## config.mk

```make
export PLATFORM = sky130hd
export DESIGN_NAME = crc_checked_frame_deframer_unit
export DESIGN_NICKNAME = d
export VERILOG_FILES = /design/src/hw/rtl/cfd_pkg.sv /design/src/hw/rtl/cfd_crc.sv /design/src/hw/rtl/crc_checked_frame_deframer_unit.sv
export VERILOG_INCLUDE_DIRS = /design/src /design/src/hw/rtl
export SDC_FILE = /design/constraint.sdc
export NUM_CORES = 1
export LEC_CHECK = 0
export ABC_AREA = 1
export ABC_CLOCK_PERIOD_IN_PS = 4480
export CAP_MARGIN = 20
export CORE_MARGIN = 5
export CORE_UTILIZATION = 60
export CTS_CLUSTER_SIZE = 24
export DETAILED_ROUTE_END_ITERATION = 10
export DONT_BUFFER_PORTS = 1
export GPL_TIMING_DRIVEN = 0
export PLACE_DENSITY = 0.73
export REMOVE_ABC_BUFFERS = 1
export SLEW_MARGIN = 5
export SYNTH_ARGS = -nofsm -noshare
export SYNTH_HDL_FRONTEND = slang
export SYNTH_SLANG_ARGS = --single-unit
```

## constraint.sdc

```tcl
create_clock -name i_clk -period 4.48 [get_ports i_clk]
set_clock_uncertainty 0.2 [all_clocks]
set_input_delay 0.672 -clock i_clk [delete_from_list [all_inputs] [get_ports i_clk]]
set_output_delay 0.672 -clock i_clk [all_outputs]
set_load 0.02 [all_outputs]
```

## src/hw/rtl/crc_checked_frame_deframer_unit_macros.svh

```systemverilog
// assertion helpers for the deframer
`ifndef CRC_CHECKED_FRAME_DEFRAMER_UNIT_MACROS_SVH
`define CRC_CHECKED_FRAME_DEFRAMER_UNIT_MACROS_SVH

`ifndef SYNTHESIS

// same-cycle implication, checked out of reset
`define CFD_ASSERT_NOW(label, clk, rst_n, ante, cons) \
    label: assert property (@(posedge clk) disable iff (!rst_n) (ante) |-> (cons)) \
        else $error("deframer check failed");

// next-cycle implication, checked out of reset
`define CFD_ASSERT_NEXT(label, clk, rst_n, ante, cons) \
    label: assert property (@(posedge clk) disable iff (!rst_n) (ante) |=> (cons)) \
        else $error("deframer check failed");

`else

`define CFD_ASSERT_NOW(label, clk, rst_n, ante, cons)
`define CFD_ASSERT_NEXT(label, clk, rst_n, ante, cons)

`endif

`endif

```

## src/hw/rtl/cfd_pkg.sv

```systemverilog
package cfd_pkg;

    localparam logic [7:0]  SOF_BYTE   = 8'hA5;
    localparam logic [7:0]  CRC8_INIT  = 8'hFF;
    localparam logic [7:0]  CRC8_POLY  = 8'h8C;
    localparam logic [15:0] CRC16_INIT = 16'hFFFF;
    localparam logic [15:0] CRC16_POLY = 16'h8408;

    localparam logic [15:0] CMD_LOW_RESET  = 16'h0A01;
    localparam logic [15:0] CMD_HIGH_RESET = 16'h0A05;

    localparam logic CFG_IDX_LOW  = 1'b0;
    localparam logic CFG_IDX_HIGH = 1'b1;

    localparam logic [1:0] KIND_PAYLOAD   = 2'd0;
    localparam logic [1:0] KIND_PASS      = 2'd1;
    localparam logic [1:0] KIND_HDR_FAIL  = 2'd2;
    localparam logic [1:0] KIND_FRM_FAIL  = 2'd3;

    typedef struct packed {
        logic [7:0]  hcrc;
        logic [15:0] fcrc;
    } t_crc;

    typedef struct packed {
        logic [1:0]  kind;
        logic [15:0] command_id;
        logic [7:0]  payload_byte;
        logic [15:0] byte_index;
        logic [15:0] frame_length;
        logic [7:0]  sequence_res;
        logic        accepted;
        logic        last;
    } t_result;

    // reflected crc8, one byte
    function automatic logic [7:0] crc8_step(input logic [7:0] crc, input logic [7:0] b);
        logic [7:0] c;
        c = crc ^ b;
        for (int i = 0; i < 8; i++) begin
            c = c[0] ? ((c >> 1) ^ CRC8_POLY) : (c >> 1);
        end
        return c;
    endfunction

    // reflected crc16, one byte
    function automatic logic [15:0] crc16_step(input logic [15:0] crc, input logic [7:0] b);
        logic [15:0] c;
        c = crc ^ {8'h00, b};
        for (int i = 0; i < 8; i++) begin
            c = c[0] ? ((c >> 1) ^ CRC16_POLY) : (c >> 1);
        end
        return c;
    endfunction

endpackage

```

## src/hw/rtl/cfd_crc.sv

```systemverilog
module cfd_crc
    import cfd_pkg::*;
(
    input  logic [7:0] i_byte,
    input  logic       i_restart,
    input  t_crc       i_crc,
    output t_crc       o_crc
);

    t_crc base;

    // a start byte seeds both checksums from their initial values
    always_comb begin
        base.hcrc = i_restart ? CRC8_INIT  : i_crc.hcrc;
        base.fcrc = i_restart ? CRC16_INIT : i_crc.fcrc;
    end

    assign o_crc.hcrc = crc8_step(base.hcrc, i_byte);
    assign o_crc.fcrc = crc16_step(base.fcrc, i_byte);

endmodule

```

## src/hw/rtl/crc_checked_frame_deframer_unit.sv

```systemverilog
// channel   direction  handshake           payload
// rx        in         i_valid / o_stall   i_rx_byte
// result    out        o_valid / i_stall   o_kind .. o_last
// config    in         i_cfg_wr_en         i_cfg_index, i_cfg_data
//
// one byte per cycle sustained while the result side does not stall; a byte waits in the input
// register and its result, if any, is registered in the output register.
// the frame state and both crc updates sit between these two registers.
// i_rst_n is synchronous and active low; it returns the parser to hunting.
// a held result under i_stall holds the input register, which then raises o_stall.
`include "crc_checked_frame_deframer_unit_macros.svh"

module crc_checked_frame_deframer_unit
    import cfd_pkg::*;
(
    input  logic        i_clk,
    input  logic        i_rst_n,
    input  logic        i_cfg_wr_en,
    input  logic        i_cfg_index,
    input  logic [15:0] i_cfg_data,
    input  logic        i_valid,
    output logic        o_stall,
    input  logic [7:0]  i_rx_byte,
    output logic        o_valid,
    input  logic        i_stall,
    output logic [1:0]  o_kind,
    output logic [15:0] o_command_id,
    output logic [7:0]  o_payload_byte,
    output logic [15:0] o_byte_index,
    output logic [15:0] o_frame_length,
    output logic [7:0]  o_sequence_res,
    output logic        o_accepted,
    output logic        o_last
);

    typedef enum logic [3:0] {
        PH_HUNT,
        PH_LEN_LO,
        PH_LEN_HI,
        PH_SEQ,
        PH_HCRC,
        PH_CMD_LO,
        PH_CMD_HI,
        PH_PAYLOAD,
        PH_CRC_LO,
        PH_CRC_HI
    } t_phase;

    logic [15:0] r_cfg_low;
    logic [15:0] r_cfg_high;

    logic        r_in_valid;
    logic [7:0]  r_in_byte;

    t_phase      r_phase,  n_phase;
    logic [15:0] r_len,    n_len;
    logic [7:0]  r_seq,    n_seq;
    logic [15:0] r_cmd,    n_cmd;
    logic [15:0] r_count,  n_count;
    t_crc        r_crc,    n_crc;
    logic [7:0]  r_crc_lo, n_crc_lo;

    logic        r_out_valid;
    t_result     r_out;

    logic        out_free;
    logic        work;
    logic        in_range;
    logic        res_valid;
    t_result     res;
    t_crc        crc_next;

    assign out_free = !r_out_valid || !i_stall;
    assign work     = r_in_valid && out_free;
    assign o_stall  = r_in_valid && !out_free;
    assign in_range = (r_cmd >= r_cfg_low) && (r_cmd <= r_cfg_high);

    cfd_crc u_crc (
        .i_byte    (r_in_byte),
        .i_restart (r_phase == PH_HUNT),
        .i_crc     (r_crc),
        .o_crc     (crc_next)
    );

    always_comb begin
        n_phase   = r_phase;
        n_len     = r_len;
        n_seq     = r_seq;
        n_cmd     = r_cmd;
        n_count   = r_count;
        n_crc     = r_crc;
        n_crc_lo  = r_crc_lo;
        res_valid = 1'b0;
        res.kind         = KIND_PAYLOAD;
        res.command_id   = r_cmd;
        res.payload_byte = 8'h00;
        res.byte_index   = 16'h0000;
        res.frame_length = r_len;
        res.sequence_res = r_seq;
        res.accepted     = in_range;
        res.last         = 1'b0;
        if (work) begin
            case (r_phase)
                PH_LEN_LO: begin
                    n_len   = {8'h00, r_in_byte};
                    n_crc   = crc_next;
                    n_phase = PH_LEN_HI;
                end
                PH_LEN_HI: begin
                    n_len   = {r_in_byte, r_len[7:0]};
                    n_crc   = crc_next;
                    n_phase = PH_SEQ;
                end
                PH_SEQ: begin
                    n_seq   = r_in_byte;
                    n_crc   = crc_next;
                    n_phase = PH_HCRC;
                end
                PH_HCRC: begin
                    if (r_in_byte != r_crc.hcrc) begin
                        res_valid      = 1'b1;
                        res.kind       = KIND_HDR_FAIL;
                        res.command_id = 16'h0000;
                        res.accepted   = 1'b0;
                        res.last       = 1'b1;
                        n_phase        = PH_HUNT;
                    end else begin
                        n_crc.fcrc = crc_next.fcrc;
                        n_phase    = PH_CMD_LO;
                    end
                end
                PH_CMD_LO: begin
                    n_cmd      = {8'h00, r_in_byte};
                    n_crc.fcrc = crc_next.fcrc;
                    n_phase    = PH_CMD_HI;
                end
                PH_CMD_HI: begin
                    n_cmd      = {r_in_byte, r_cmd[7:0]};
                    n_crc.fcrc = crc_next.fcrc;
                    n_count    = 16'h0000;
                    n_phase    = (r_len == 16'h0000) ? PH_CRC_LO : PH_PAYLOAD;
                end
                PH_PAYLOAD: begin
                    n_crc.fcrc = crc_next.fcrc;
                    n_count    = r_count + 16'd1;
                    if (n_count == r_len) begin
                        n_phase = PH_CRC_LO;
                    end
                    // out-of-range commands drop their payload silently
                    res_valid        = in_range;
                    res.payload_byte = r_in_byte;
                    res.byte_index   = r_count;
                end
                PH_CRC_LO: begin
                    n_crc_lo = r_in_byte;
                    n_phase  = PH_CRC_HI;
                end
                PH_CRC_HI: begin
                    res_valid = 1'b1;
                    res.kind  = ({r_in_byte, r_crc_lo} == r_crc.fcrc) ? KIND_PASS
                                                                       : KIND_FRM_FAIL;
                    res.last  = 1'b1;
                    n_phase   = PH_HUNT;
                end
                default: begin
                    // hunting, and any code outside the frame phases
                    n_phase = PH_HUNT;
                    if (r_in_byte == SOF_BYTE) begin
                        n_crc    = crc_next;
                        n_len    = 16'h0000;
                        n_seq    = 8'h00;
                        n_cmd    = 16'h0000;
                        n_count  = 16'h0000;
                        n_crc_lo = 8'h00;
                        n_phase  = PH_LEN_LO;
                    end
                end
            endcase
        end
    end

    always_ff @(posedge i_clk) begin
        if (!i_rst_n) begin
            r_cfg_low   <= CMD_LOW_RESET;
            r_cfg_high  <= CMD_HIGH_RESET;
            r_in_valid  <= 1'b0;
            r_out_valid <= 1'b0;
            r_phase     <= PH_HUNT;
            r_len       <= 16'h0000;
            r_seq       <= 8'h00;
            r_cmd       <= 16'h0000;
            r_count     <= 16'h0000;
            r_crc.hcrc  <= CRC8_INIT;
            r_crc.fcrc  <= CRC16_INIT;
            r_crc_lo    <= 8'h00;
        end else begin
            if (i_cfg_wr_en) begin
                case (i_cfg_index)
                    CFG_IDX_LOW:  r_cfg_low  <= i_cfg_data;
                    CFG_IDX_HIGH: r_cfg_high <= i_cfg_data;
                    default: ;
                endcase
            end
            if (!o_stall) begin
                r_in_valid <= i_valid;
            end
            if (out_free) begin
                r_out_valid <= res_valid;
            end
            r_phase  <= n_phase;
            r_len    <= n_len;
            r_seq    <= n_seq;
            r_cmd    <= n_cmd;
            r_count  <= n_count;
            r_crc    <= n_crc;
            r_crc_lo <= n_crc_lo;
        end
    end

    always_ff @(posedge i_clk) begin
        if (!o_stall && i_valid) begin
            r_in_byte <= i_rx_byte;
        end
        if (work && res_valid) begin
            r_out <= res;
        end
    end

    assign o_valid        = r_out_valid;
    assign o_kind         = r_out.kind;
    assign o_command_id   = r_out.command_id;
    assign o_payload_byte = r_out.payload_byte;
    assign o_byte_index   = r_out.byte_index;
    assign o_frame_length = r_out.frame_length;
    assign o_sequence_res = r_out.sequence_res;
    assign o_accepted     = r_out.accepted;
    assign o_last         = r_out.last;

    `CFD_ASSERT_NOW(a_last_is_verdict, i_clk, i_rst_n,
        o_valid, (o_last == 1'b1) == (o_kind != KIND_PAYLOAD))
    `CFD_ASSERT_NOW(a_hdr_fail_clean, i_clk, i_rst_n,
        o_valid && (o_kind == KIND_HDR_FAIL), (o_command_id == 16'h0000) && !o_accepted)
    `CFD_ASSERT_NOW(a_index_in_frame, i_clk, i_rst_n,
        o_valid && (o_kind == KIND_PAYLOAD), o_byte_index < o_frame_length)
    `CFD_ASSERT_NEXT(a_held_byte_kept, i_clk, i_rst_n,
        r_in_valid && !out_free, r_in_valid && $stable(r_in_byte) && $stable(r_phase))

endmodule

```

# Yosys cells after proc, flatten, opt, wreduce, memory -nomap -nowiden
# Index checks and enable logic that the tools add are counted.
# W data, S select, Z words.
# classes
mux,47
order_cmp,2
add_sub_neg,1
n_eq_ne,15
reduce_logical,43
bitwise,28
# ops
operator,n
$mux W16,12
$pmux W16 S3,4
$mux W8,10
$mux W24,2
$not A2 Y3,16
$pmux W8 S2,3
$mux W40,1
$pmux W4 S9,1
$eq A16 B16 Y1,2
$reduce_or A7 Y1,3
$mux W18,1
$reduce_and A3 Y1,6
$add A16 B1 Y16 const B,1
$eq A4 B3 Y1 const B,4
$ge A16 B16 Y1,1
$le A16 B16 Y1,1
$logic_not A16 Y1,1
$reduce_or A8 Y1,2
$xor A16 B8 Y16,1
$reduce_and A4 Y1,3
$reduce_bool A3 Y1,4
$reduce_or A6 Y1,2
$not A1 Y1,10
$reduce_bool A2 Y1,5
21 further kinds,40
# totals
regBits,202
output_inout_bits,70
inputBits,30
wordCells,159

# Logic depth before layout (Yosys ltp)
# Gate-level depths: netlist of run 1.
# depth
word_depth,21
depth_mapped,15

# Hierarchy
# Synthesis of run 1 repeated with hierarchy kept, for this count alone.
# hier_totals
cells_unflattened,1213
hier_area_um2,10207.3
# modules_own_cells
module,cells_each,area_per_inst_um2,instances,seq_area_each_um2
crc_checked_frame_deframer_unit,1090,9311.4,1,4804.6
cfd_crc,123,895.9,1,0.0

# Worst setup path after synthesis of run 1
# OpenSTA, ideal clock, no wires.
# synth_path
path_type,input to register
from,input i_stall
to,"register r_out, in the netlist o_accepted, enable pin"
t_arrival_ns,2.740
cell_stages,6
setup_slack_ns,1.118
cell_sequence,nand2_1 -> nand2_1 -> inv_1 -> clkbuf_1 -> nand2_1 -> inv_1
# synth_via
elab_chain_cells,5
# synth_rtl
item,line_no,source
from (decl),crc_checked_frame_deframer_unit.sv:25,"input logic i_stall,"
$logic_not A1 Y1,crc_checked_frame_deframer_unit.sv:73,assign out_free = !r_out_valid || !i_stall;
$logic_or A1 B1 Y1,crc_checked_frame_deframer_unit.sv:73,
$logic_and A1 B1 Y1,crc_checked_frame_deframer_unit.sv:74,assign work = r_in_valid && out_free;
$mux W1,crc_checked_frame_deframer_unit.sv:102,if (work) begin
named net res_valid,crc_checked_frame_deframer_unit.sv:69,logic res_valid;
$logic_and A1 B1 Y1,crc_checked_frame_deframer_unit.sv:224,if (work && res_valid) begin
to (signal assigned),crc_checked_frame_deframer_unit.sv:225,r_out <= res;
to (decl),crc_checked_frame_deframer_unit.sv:64,t_result r_out;
# The timed path passes the listed nets, and every way through them passes these cells.
# A chain may end at the register's enable or synchronous reset.

# Final worst setup path of run 1
# layout_path
from,register r_cmd[15]
to,"register r_out, in the netlist o_payload_byte[5], enable pin"
# layout_via
elab_chain_cells,5
elab_cells_between_ends,6
# layout_rtl
item,line_no,source
from (decl),crc_checked_frame_deframer_unit.sv:58,"logic [15:0] r_cmd, n_cmd;"
from (signal assigned),crc_checked_frame_deframer_unit.sv:213,r_cmd <= n_cmd;
$ge A16 B16 Y1 or $le A16 B16 Y1 (tied branches),crc_checked_frame_deframer_unit.sv:76,assign in_range = (r_cmd >= r_cfg_low) && (r_cmd <= r_cfg_high);
$logic_and A1 B1 Y1 (*),crc_checked_frame_deframer_unit.sv:76,
$pmux W1 S3 (*),crc_checked_frame_deframer_unit.sv:103,case (r_phase)
$mux W1 (*),crc_checked_frame_deframer_unit.sv:102,
named net res_valid,crc_checked_frame_deframer_unit.sv:69,
$logic_and A1 B1 Y1 (*),crc_checked_frame_deframer_unit.sv:224,
# Mark *: on every way through the listed nets, which the timed path passes. The rest lies on a longest branch.

==> reports/metrics.csv, run 1 <==
metric,value,unit
result of the run,finished clean,
fraction of the yosys area taken by sequential cells,49.0,%
antenna violations before repair,0,
number of input and output port buffers inserted,0,
minimum setup slack in the final design,1.50,ns
die area,0.0190,sq mm
Post-Layout Cell Count,1401,
library cells used by synthesis,44,
Synth Area in Compound Gates,12.2,%
CP Launch Type,flop,
post-synthesis instance area,0.00981,sq mm
class of the worst hold path,in -> reg,
placed inst area,0.00991,sq mm
worst path bufs/invs,2,
"commonest non-fill, non-tap cells in the layout","270 x sky130_fd_sc_hd__nand2_1, 133 x sky130_fd_sc_hd__a21oi_1, 128 x sky130_fd_sc_hd__inv_1, 126 x sky130_fd_sc_hd__dfxtp_1, 87 x sky130_fd_sc_hd__nor2_1",
Syn Area/Cell,8.29,sq um
placer's final routability congestion estimate,0.913,
"arithmetic-cell share of the synthesized area counting full adders, half adders and majority gates",4.21,%
"final std cell area, no fill",0.0107,sq mm
power density over the cells,389,mW/mm^2
die span in x,138,um
count of standard-cell rows,46,
gr usage total,23.5,%
post_cts resized,0,
ANT nets after route,0,
"Arr. time, crit path",2.90,ns
hpwl dp,15000,um
count of unresolved DRC violations after routing,0,
worst reg2reg path depth,11,
vertical die dimension,138,um
max_slew headroom,37.5,%
drt first-iter violations,536,
number of buffers added to fix hold violations after cts,0,
Lkg Pwr,0.00429,uW
via count of the first global-routing pass,7172,
worst hold slack across all endpoints,0.0661,ns
total number of cells along the worst setup path,11,
Worst Setup End Kind,flop,
"post-synthesis share of cell area spent on and, or, nand and nor gates",22.5,%
"buffers from clock root to sink, at most",3,
final hold violations,0,
clock root buffer master,sky130_fd_sc_hd__clkbuf_16,
first-pass GRT wire length,35800,um
detail-routed net length per standard cell,15.6,um
post-synthesis mux area share,0,%
number of H-tree branching levels,1,
time the worst path needs with I/O delays and setup,2.98,ns
highest fanout seen on the critical path,68,
Placeable Area,0.0159,sq mm
worst-path cell chain,ha_1 > nand2_1 > inv_1 > nand3_1 > nor3_1 > nand2_1 > nand3_1 > nand3_1 > nand2_1 > nand2_1 > inv_4,
number of clock sinks,202,
number of ports placed on the die boundary,100,
max-slew violation count,0,
worst skew pair latency,0.50,ns
number of detailed-routing iterations run before antenna repair,5,
Slowest cell on crit path,sky130_fd_sc_hd__inv_4,
main combinational cell family by area after synthesis,simple AND/OR/NAND/NOR gates,
Final period util,66.4,%
cell mode on critical path,sky130_fd_sc_hd__nand2_1,
pre-CTS setup slack,1.51,ns
count of filler cells inserted in the layout,1374,
Diodes inserted,0,
post-synthesis register bit count,202,
TritonCTS Buffers,22,
synthesized-area fraction occupied by xor and xnor cells,4.59,%
unrepaired setup endpoints after global routing,false,
critical path's largest stage delay,0.62,ns
Cell Count Post-Placement,1361,
number of buffers inserted to repair setup after CTS,0,
Critical Path RT,4.40,ns
via count,7651,
number of instances on the worst hold path,0,
ratio of routed vias to standard cells,5.46,
slew of the pin with the lowest slew margin,0.934,ns
fraction of layout cells with a size suffix above 1,8.10,%
largest vdd supply drop,0.287,mV
"most common cell after layout, fill and taps aside",sky130_fd_sc_hd__nand2_1,
TNS Setup,0,ns
"delay-heaviest family, CP",simple AND/OR/NAND/NOR gates,
synth warn,0,
post-synthesis instance total,1183,
area added between synthesis and finish,8.62,%
clock-pin slew of the registers on the worst-case setup and hold paths,0.06,ns
maximum number of pins on one net before global-route repair,69,
clock tree from TritonCTS,built,
starting density of the core,61.5,%
final setup vio count,0,
Worst Setup Path Type,reg -> reg,
total global routing overflow,0,
drt total wl,21900,um
highest clock rate,0.336,GHz
Nets,1232,
register-to-register setup slack,1.50,ns
total of max-cap violations,0,
-- Yosys cell counts, drive strengths merged --
cell type	count	area [sq um]
nand2	278	1070
inv	144	541
a21oi	135	683
dfxtp	126	2520
nor2	100	428
nand3	78	405
edfxtp	76	2280
o21ai	58	305
ha	33	413
xor2	28	294
clkbuf	21	78.8
buf	18	110
nand4	18	113
o211ai	18	140
xnor2	17	156
nor3	7	51.3
nand3b	6	45.0
nor4	6	37.5
or2	6	40.0
a211oi	5	62.6
clkinv	2	8.75
nor3b	2	15.0
a2111oi	1	8.76
-- logic make-up after synthesis --
| logic type | Yosys count |
|---|---|
| and+or+nand+nor | 501 |
| DFF | 202 |
| adders and majority gates | 33 |
| buffers and inverters | 185 |
| xor gates and xnor gates | 45 |
| AOI/OAI and AO/OA | 217 |
-- registers in the layout (all words and copies together) (netlist names), 16 cells and up --
signal	flops
r_crc	24
o_frame_length	16
r_count	16
r_cfg_high	16
o_command_id	16
r_cmd	16
r_cfg_low	16
r_len	16
o_byte_index	16
-- per-stage QoR --
step	power, uW	utilization [%]
2_1_floorplan	2260	-
3_3_place_gp	2330	62.0
3_5_place_dp	2340	62.2
4_1_cts	4170	66.8
5_1_grt	4300	66.8
6_report	4140	66.8
-- final timing paths --
check                     from                end
hold / removal    i_rx_byte[6]       r_in_byte[6]
hold reg to reg       r_seq[0]  o_sequence_res[0]
setup reg to reg     r_cmd[15]  o_payload_byte[5]
setup / recovery     r_cmd[15]  o_payload_byte[5]
-- cell type report --
type	count	area [sq um]	area share (%)
inverter	146	553	5.19
clock inverter	9	115	1.08
clock buffer	31	626	5.87
tap	216	270	2.54
timing repair buffer	1	20.0	0.188
sequential	202	4800	45.1
multi-input combinational	796	4270	40.0
-- power by group --
| part | internal, uW | total (uW) | leakage, uW | switching, uW |
|---|---|---|---|---|
| combinational | 104 | 312 | 0.00210 | 207 |
| clock | 1140 | 1840 | 0.000361 | 697 |
| sequential | 1940 | 1990 | 0.00183 | 47.2 |
| total | 3190 | 4140 | 0.00429 | 952 |
-- per-layer routing --
layer	up-vias	wire, um	GRT usage [%]
met3	33	1490	4.61
met1	3553	9880	32.4
li1	3873	-	-
met5	-	0	0
met4	0	332	5.49
met2	192	10200	38.5
Power figures use the tool's default switching activity.
==> inputs of run 2 (changes only) <==
Settings changed: ABC_CLOCK_PERIOD_IN_PS 4480 to 2600, CORE_UTILIZATION 60 to 58.
Clock period 4.48 ns to 2.6 ns, I/O delays scaled along.
==> reports/metrics.csv, run 2 (synthesis gave the netlist of run 1 again) <==
metric,value,unit,change
result of the run,finished clean,,unchanged
via count of the first global-routing pass,7816,,was 7172
gr usage total,24.2,%,was 23.5%
slew of the pin with the lowest slew margin,0.804,ns,was 0.934 ns
number of clock sinks,202,,unchanged
number of detailed-routing iterations run before antenna repair,5,,unchanged
clock-pin slew of the registers on the worst-case setup and hold paths,0.07,ns,was 0.06 ns
Diodes inserted,0,,unchanged
max_slew headroom,46.3,%,was 37.5%
sequential share of power,45.5,%,was 48.1%
final setup vio count,0,,unchanged
"commonest non-fill, non-tap cells in the layout","269 x sky130_fd_sc_hd__nand2_1, 133 x sky130_fd_sc_hd__a21oi_1, 128 x sky130_fd_sc_hd__inv_1, 126 x sky130_fd_sc_hd__dfxtp_1, 86 x sky130_fd_sc_hd__nor2_1",,"was 270 x sky130_fd_sc_hd__nand2_1, 133 x sky130_fd_sc_hd__a21oi_1, 128 x sky130_fd_sc_hd__inv_1, 126 x sky130_fd_sc_hd__dfxtp_1, 87 x sky130_fd_sc_hd__nor2_1"
count of filler cells inserted in the layout,1357,,was 1374
antenna violations before repair,0,,unchanged
register-to-register setup slack,0.06,ns,was 1.50 ns
maximum number of pins on one net before global-route repair,54,,was 69
CP Launch Type,flop,,unchanged
total of max-cap violations,0,,unchanged
register cell area after layout,0.00480,sq mm,unchanged
largest vdd supply drop,0.625,mV,was 0.287 mV
via count,8017,,was 7651
pre-CTS setup slack,-0.383,ns,was 1.51 ns
Worst Setup End Kind,flop,,unchanged
die area,0.0196,sq mm,was 0.0190 sq mm
drt total wl,23900,um,was 21900 um
highest clock rate,0.394,GHz,was 0.336 GHz
time the worst path needs with I/O delays and setup,2.54,ns,was 2.98 ns
placer's final routability congestion estimate,0.883,,was 0.913
drt first-iter violations,585,,was 536
highest fanout seen on the critical path,34,,was 68
worst skew pair latency,0.51,ns,was 0.50 ns
die span in x,140,um,was 138 um
fraction of layout cells with a size suffix above 1,9.94,%,was 8.10%
final hold violations,0,,unchanged
starting density of the core,59.2,%,was 61.5%
TNS Setup,0,ns,unchanged
clock tree from TritonCTS,built,,unchanged
"Arr. time, crit path",2.53,ns,was 2.90 ns
area added between synthesis and finish,15.0,%,was 8.62%
first-pass GRT wire length,39200,um,was 35800 um
number of ports placed on the die boundary,100,,unchanged
vertical die dimension,140,um,was 138 um
number of H-tree branching levels,1,,unchanged
unrepaired setup endpoints after global routing,true,,was false
Int Pwr,5730,uW,was 3190 uW
ratio of routed vias to standard cells,5.50,,was 5.46
power density over the cells,664,mW/mm^2,was 389 mW/mm^2
hpwl dp,15200,um,was 15000 um
max-slew violation count,0,,unchanged
total global routing overflow,0,,unchanged
clock network power share,45.7,%,was 44.4%
Final period util,97.6,%,was 66.4%
Comb power frac,8.8,%,was 7.5%
Placeable Area,0.0166,sq mm,was 0.0159 sq mm
Critical Path RT,2.59,ns,was 4.40 ns
placed inst area,0.00993,sq mm,was 0.00991 sq mm
"buffers from clock root to sink, at most",3,,unchanged
number of input and output port buffers inserted,0,,unchanged
count of standard-cell rows,47,,was 46
combined area of the multi-input logic cells,0.00430,sq mm,was 0.00427 sq mm
power spent charging and discharging nets,1760,uW,was 952 uW
Lkg Pwr,0.00456,uW,was 0.00429 uW
"final std cell area, no fill",0.0113,sq mm,was 0.0107 sq mm
register ranked first by flip-flop count,r_crc,,unchanged
ANT nets after route,0,,unchanged
max FFs per register,24,,unchanged
Worst Setup Path Type,reg -> reg,,unchanged
count of unresolved DRC violations after routing,0,,unchanged
clock root buffer master,sky130_fd_sc_hd__clkbuf_16,,unchanged
minimum setup slack in the final design,0.0623,ns,was 1.50 ns
Nets,1285,,was 1232
class of the worst hold path,in -> reg,,unchanged
TritonCTS Buffers,22,,unchanged
Sw Share,23.5,%,was 23.0%
detail-routed net length per standard cell,16.4,um,was 15.6 um
"most common cell after layout, fill and taps aside",sky130_fd_sc_hd__nand2_1,,unchanged
[run 2: path summary, 6_finish.rpt]
check	startpoint	endpoint	depth (start not counted)
max	r_cmd[3]	o_frame_length[12]	11
min	i_rst_n	r_cmd[2]	2
max reg2reg	r_cmd[3]	o_frame_length[12]	11
min reg2reg	r_seq[2]	o_sequence_res[2]	0
[run 2: area by class of cell]
cell class / instances / share of cell area [%]
Tap cell: 220 / 2.44
Clock inverter: 12 / 1.73
Timing Repair inverter: 1 / 0.0998
Clock buffer: 28 / 5.36
Multi-Input combinational cell: 796 / 38.1
Inverter: 146 / 5.13
Timing Repair Buffer: 53 / 4.57
Sequential cell: 202 / 42.6
[run 2: power groups by stage]
stage	logic [uW]	clock network [uW]	registers, uW
after floorplan	427	0	3460
after global placement	519	0	3490
after detailed placement	534	0	3490
after CTS	645	3460	3410
after global routing	739	3620	3410
final	661	3420	3410
[run 2: critical path, cell delays in order (launching register included)]
cell and delay [ns]:
sky130_fd_sc_hd__dfxtp_1 0.36, sky130_fd_sc_hd__ha_1 0.32, sky130_fd_sc_hd__nand2_1 0.07, sky130_fd_sc_hd__o21ai_0 0.19
sky130_fd_sc_hd__nand2_1 0.08, sky130_fd_sc_hd__o211ai_1 0.11, sky130_fd_sc_hd__nand2_1 0.08, sky130_fd_sc_hd__nand3_1 0.10
sky130_fd_sc_hd__nand3_1 0.09, sky130_fd_sc_hd__nand2_1 0.10, sky130_fd_sc_hd__nand2_2 0.15, sky130_fd_sc_hd__bufinv_16 0.33
[run 2: metrics by stage]
step | power [uW] | cells | util [%] | hold WS [ns]
2_1_floorplan | 3890 | 1144 | - | 0.209
3_3_place_gp | 4010 | 1364 | 59.7 | 0.213
3_5_place_dp | 4030 | 1365 | 59.9 | 0.222
4_1_cts | 7510 | 1455 | 67.8 | 0.0640
5_1_grt | 7770 | 1458 | 68.0 | 0.0833
6_report | 7490 | 1458 | 68.0 | 0.0612
[run 2: routing by layer]
metal  up-vias  part of all wire, %  GRT usage (%)
met5         -                    0              0
met4         0                  2.6           6.78
met3        53                  7.6           4.57
met2       266                   48           41.4
met1      3708                   42           31.5
li1       3990                    -              -
[run 2: timing repair]
item,CTS,global route
setup buffers,14,3
resized for setup,11,3
hold endpoints to repair,58,0
setup endpoints to repair,126,96
pin swaps,0,1
hold buffers,35,0
gates cloned,1,0
==> inputs of run 3 (changes only) <==
==> constraint.sdc (replaced) <==
create_clock -name i_clk -period 2.6 [get_ports i_clk]
set_clock_uncertainty 0.2 [all_clocks]
set_input_delay 0.13 -clock i_clk [delete_from_list [all_inputs] [get_ports i_clk]]
set_output_delay 0.13 -clock i_clk [all_outputs]
set_load 0.02 [all_outputs]
==> reports/metrics.csv, run 3 (synthesis gave the netlist of run 1 again) <==
metric,value,unit,change
result of the run,finished clean,,unchanged
Cell Count Post-Placement,1365,,unchanged
max-slew violation count,0,,unchanged
combined area of the multi-input logic cells,0.00430,sq mm,unchanged
number of H-tree branching levels,1,,unchanged
Diodes inserted,0,,unchanged
unrepaired setup endpoints after global routing,true,,unchanged
highest fanout seen on the critical path,34,,unchanged
minimum setup slack in the final design,0.0689,ns,was 0.0623 ns
maximum number of pins on one net before global-route repair,54,,unchanged
final hold violations,0,,unchanged
Worst Setup End Kind,flop,,unchanged
number of detailed-routing iterations run before antenna repair,6,,was 5
max_slew headroom,45.1,%,was 46.3%
class of the worst hold path,in -> reg,,unchanged
TNS Setup,0,ns,unchanged
origin of the worst setup path,r_cfg_low[15],,was r_cmd[3]
Worst Setup Path Type,reg -> reg,,unchanged
Final period util,97.3,%,was 97.6%
number of input and output port buffers inserted,0,,unchanged
Critical Path RT,2.59,ns,about the same
drt total wl,23800,um,was 23900 um
placer's final routability congestion estimate,0.883,,unchanged
area added between synthesis and finish,15.0,%,unchanged
vertical die dimension,140,um,unchanged
Placeable Area,0.0166,sq mm,unchanged
highest clock rate,0.395,GHz,was 0.394 GHz
die area,0.0196,sq mm,unchanged
ANT nets after route,0,,unchanged
slew of the pin with the lowest slew margin,0.822,ns,was 0.804 ns
Worst R2R Start,r_cfg_low[15],,was r_cmd[3]
worst skew pair latency,0.51,ns,about the same
"commonest non-fill, non-tap cells in the layout","269 x sky130_fd_sc_hd__nand2_1, 133 x sky130_fd_sc_hd__a21oi_1, 128 x sky130_fd_sc_hd__inv_1, 126 x sky130_fd_sc_hd__dfxtp_1, 86 x sky130_fd_sc_hd__nor2_1",,unchanged
count of filler cells inserted in the layout,1357,,unchanged
number of clock sinks,202,,unchanged
"final std cell area, no fill",0.0113,sq mm,unchanged
hpwl dp,15200,um,unchanged
placed inst area,0.00993,sq mm,unchanged
via count of the first global-routing pass,7831,,was 7816
number of ports placed on the die boundary,100,,unchanged
ratio of routed vias to standard cells,5.53,,was 5.50
register-to-register setup slack,0.07,ns,was 0.06 ns
detail-routed net length per standard cell,16.4,um,about the same
via count,8068,,was 8017
register ranked first by flip-flop count,r_crc,,unchanged
register cell area after layout,0.00480,sq mm,unchanged
max FFs per register,24,,unchanged
total global routing overflow,0,,unchanged
first-pass GRT wire length,39200,um,about the same
drt first-iter violations,512,,was 585
gr usage total,24.1,%,was 24.2%
Nets,1285,,unchanged
"buffers from clock root to sink, at most",3,,unchanged
fraction of layout cells with a size suffix above 1,9.94,%,unchanged
clock-pin slew of the registers on the worst-case setup and hold paths,0.06,ns,was 0.07 ns
antenna violations before repair,0,,unchanged
clock root buffer master,sky130_fd_sc_hd__clkbuf_16,,unchanged
Hold Startpoint,i_rx_byte[6],,was i_rst_n
CP Launch Type,flop,,unchanged
time the worst path needs with I/O delays and setup,2.53,ns,was 2.54 ns
Post-Layout Cell Count,1458,,unchanged
"most common cell after layout, fill and taps aside",sky130_fd_sc_hd__nand2_1,,unchanged
count of unresolved DRC violations after routing,0,,unchanged
count of standard-cell rows,47,,unchanged
clock tree from TritonCTS,built,,unchanged
Lkg Pwr,0.00456,uW,unchanged
die span in x,140,um,unchanged
power density over the cells,664,mW/mm^2,about the same
TritonCTS Buffers,22,,unchanged
starting density of the core,59.2,%,unchanged
final setup vio count,0,,unchanged
total of max-cap violations,0,,unchanged
pre-CTS setup slack,-0.383,ns,unchanged
"Arr. time, crit path",2.52,ns,was 2.53 ns
largest vdd supply drop,0.627,mV,was 0.625 mV
-- run 3: final cells by class --
cell class / count / share of cell area [%]
clock buffer: 28 / 5.36
multi-input combinational: 796 / 38.1
sequential: 202 / 42.6
timing repair inverter: 1 / 0.0998
timing repair buffer: 53 / 4.57
tap: 220 / 2.44
inverter: 146 / 5.13
clock inverter: 12 / 1.73
-- run 3: power by group --
part | switching (uW) | total, uW | internal, uW
clock | 1270 | 3420 | 2140
sequential | 61.7 | 3410 | 3350
combinational | 426 | 664 | 238
total | 1760 | 7490 | 5730
-- run 3: worst paths after layout --
kind         depth (start not counted)                  to
max                                 12  o_frame_length[10]
min                                  1        r_in_byte[6]
max reg2reg                         12  o_frame_length[10]
min reg2reg                          0   o_sequence_res[2]
-- run 3: metrics by stage --
stage	utilization (%)	hold slack [ns]	total power (uW)
floorplan	-	0.0141	3890
global placement	59.7	0.0281	4010
detailed placement	59.9	0.0289	4030
CTS	67.8	0.0348	7510
global route	68.0	0.0404	7770
finish	68.0	0.0471	7490
-- run 3: critical path: stages, from the launching register on --
cell                        delay, ns
sky130_fd_sc_hd__dfxtp_1         0.31
sky130_fd_sc_hd__inv_1           0.06
sky130_fd_sc_hd__ha_1            0.30
sky130_fd_sc_hd__nand2_1         0.07
sky130_fd_sc_hd__inv_1           0.05
sky130_fd_sc_hd__nand3_1         0.10
sky130_fd_sc_hd__nor3_2          0.23
sky130_fd_sc_hd__nand2_1         0.08
sky130_fd_sc_hd__nand3_1         0.12
sky130_fd_sc_hd__nand3_1         0.09
sky130_fd_sc_hd__nand2_1         0.10
sky130_fd_sc_hd__nand2_2         0.15
sky130_fd_sc_hd__bufinv_16       0.33
-- run 3: metal layers --
metal	part of all wire, %	track usage (%)	wire [um]
met5	0	0	0
met4	2.9	7.24	702
met3	7.4	4.91	1750
met2	48	40.8	11400
met1	42	31.5	9940
-- run 3: repair_timing --
item                                    4_1_cts  5_1_grt
hold endpoints to repair                     89        0
endpoints found under the setup margin      126       96
pin swaps                                     0        1
hold buffers                                 35        0
cloned                                        1        0
setup buffers                                14        3
gates resized for setup                      11        3
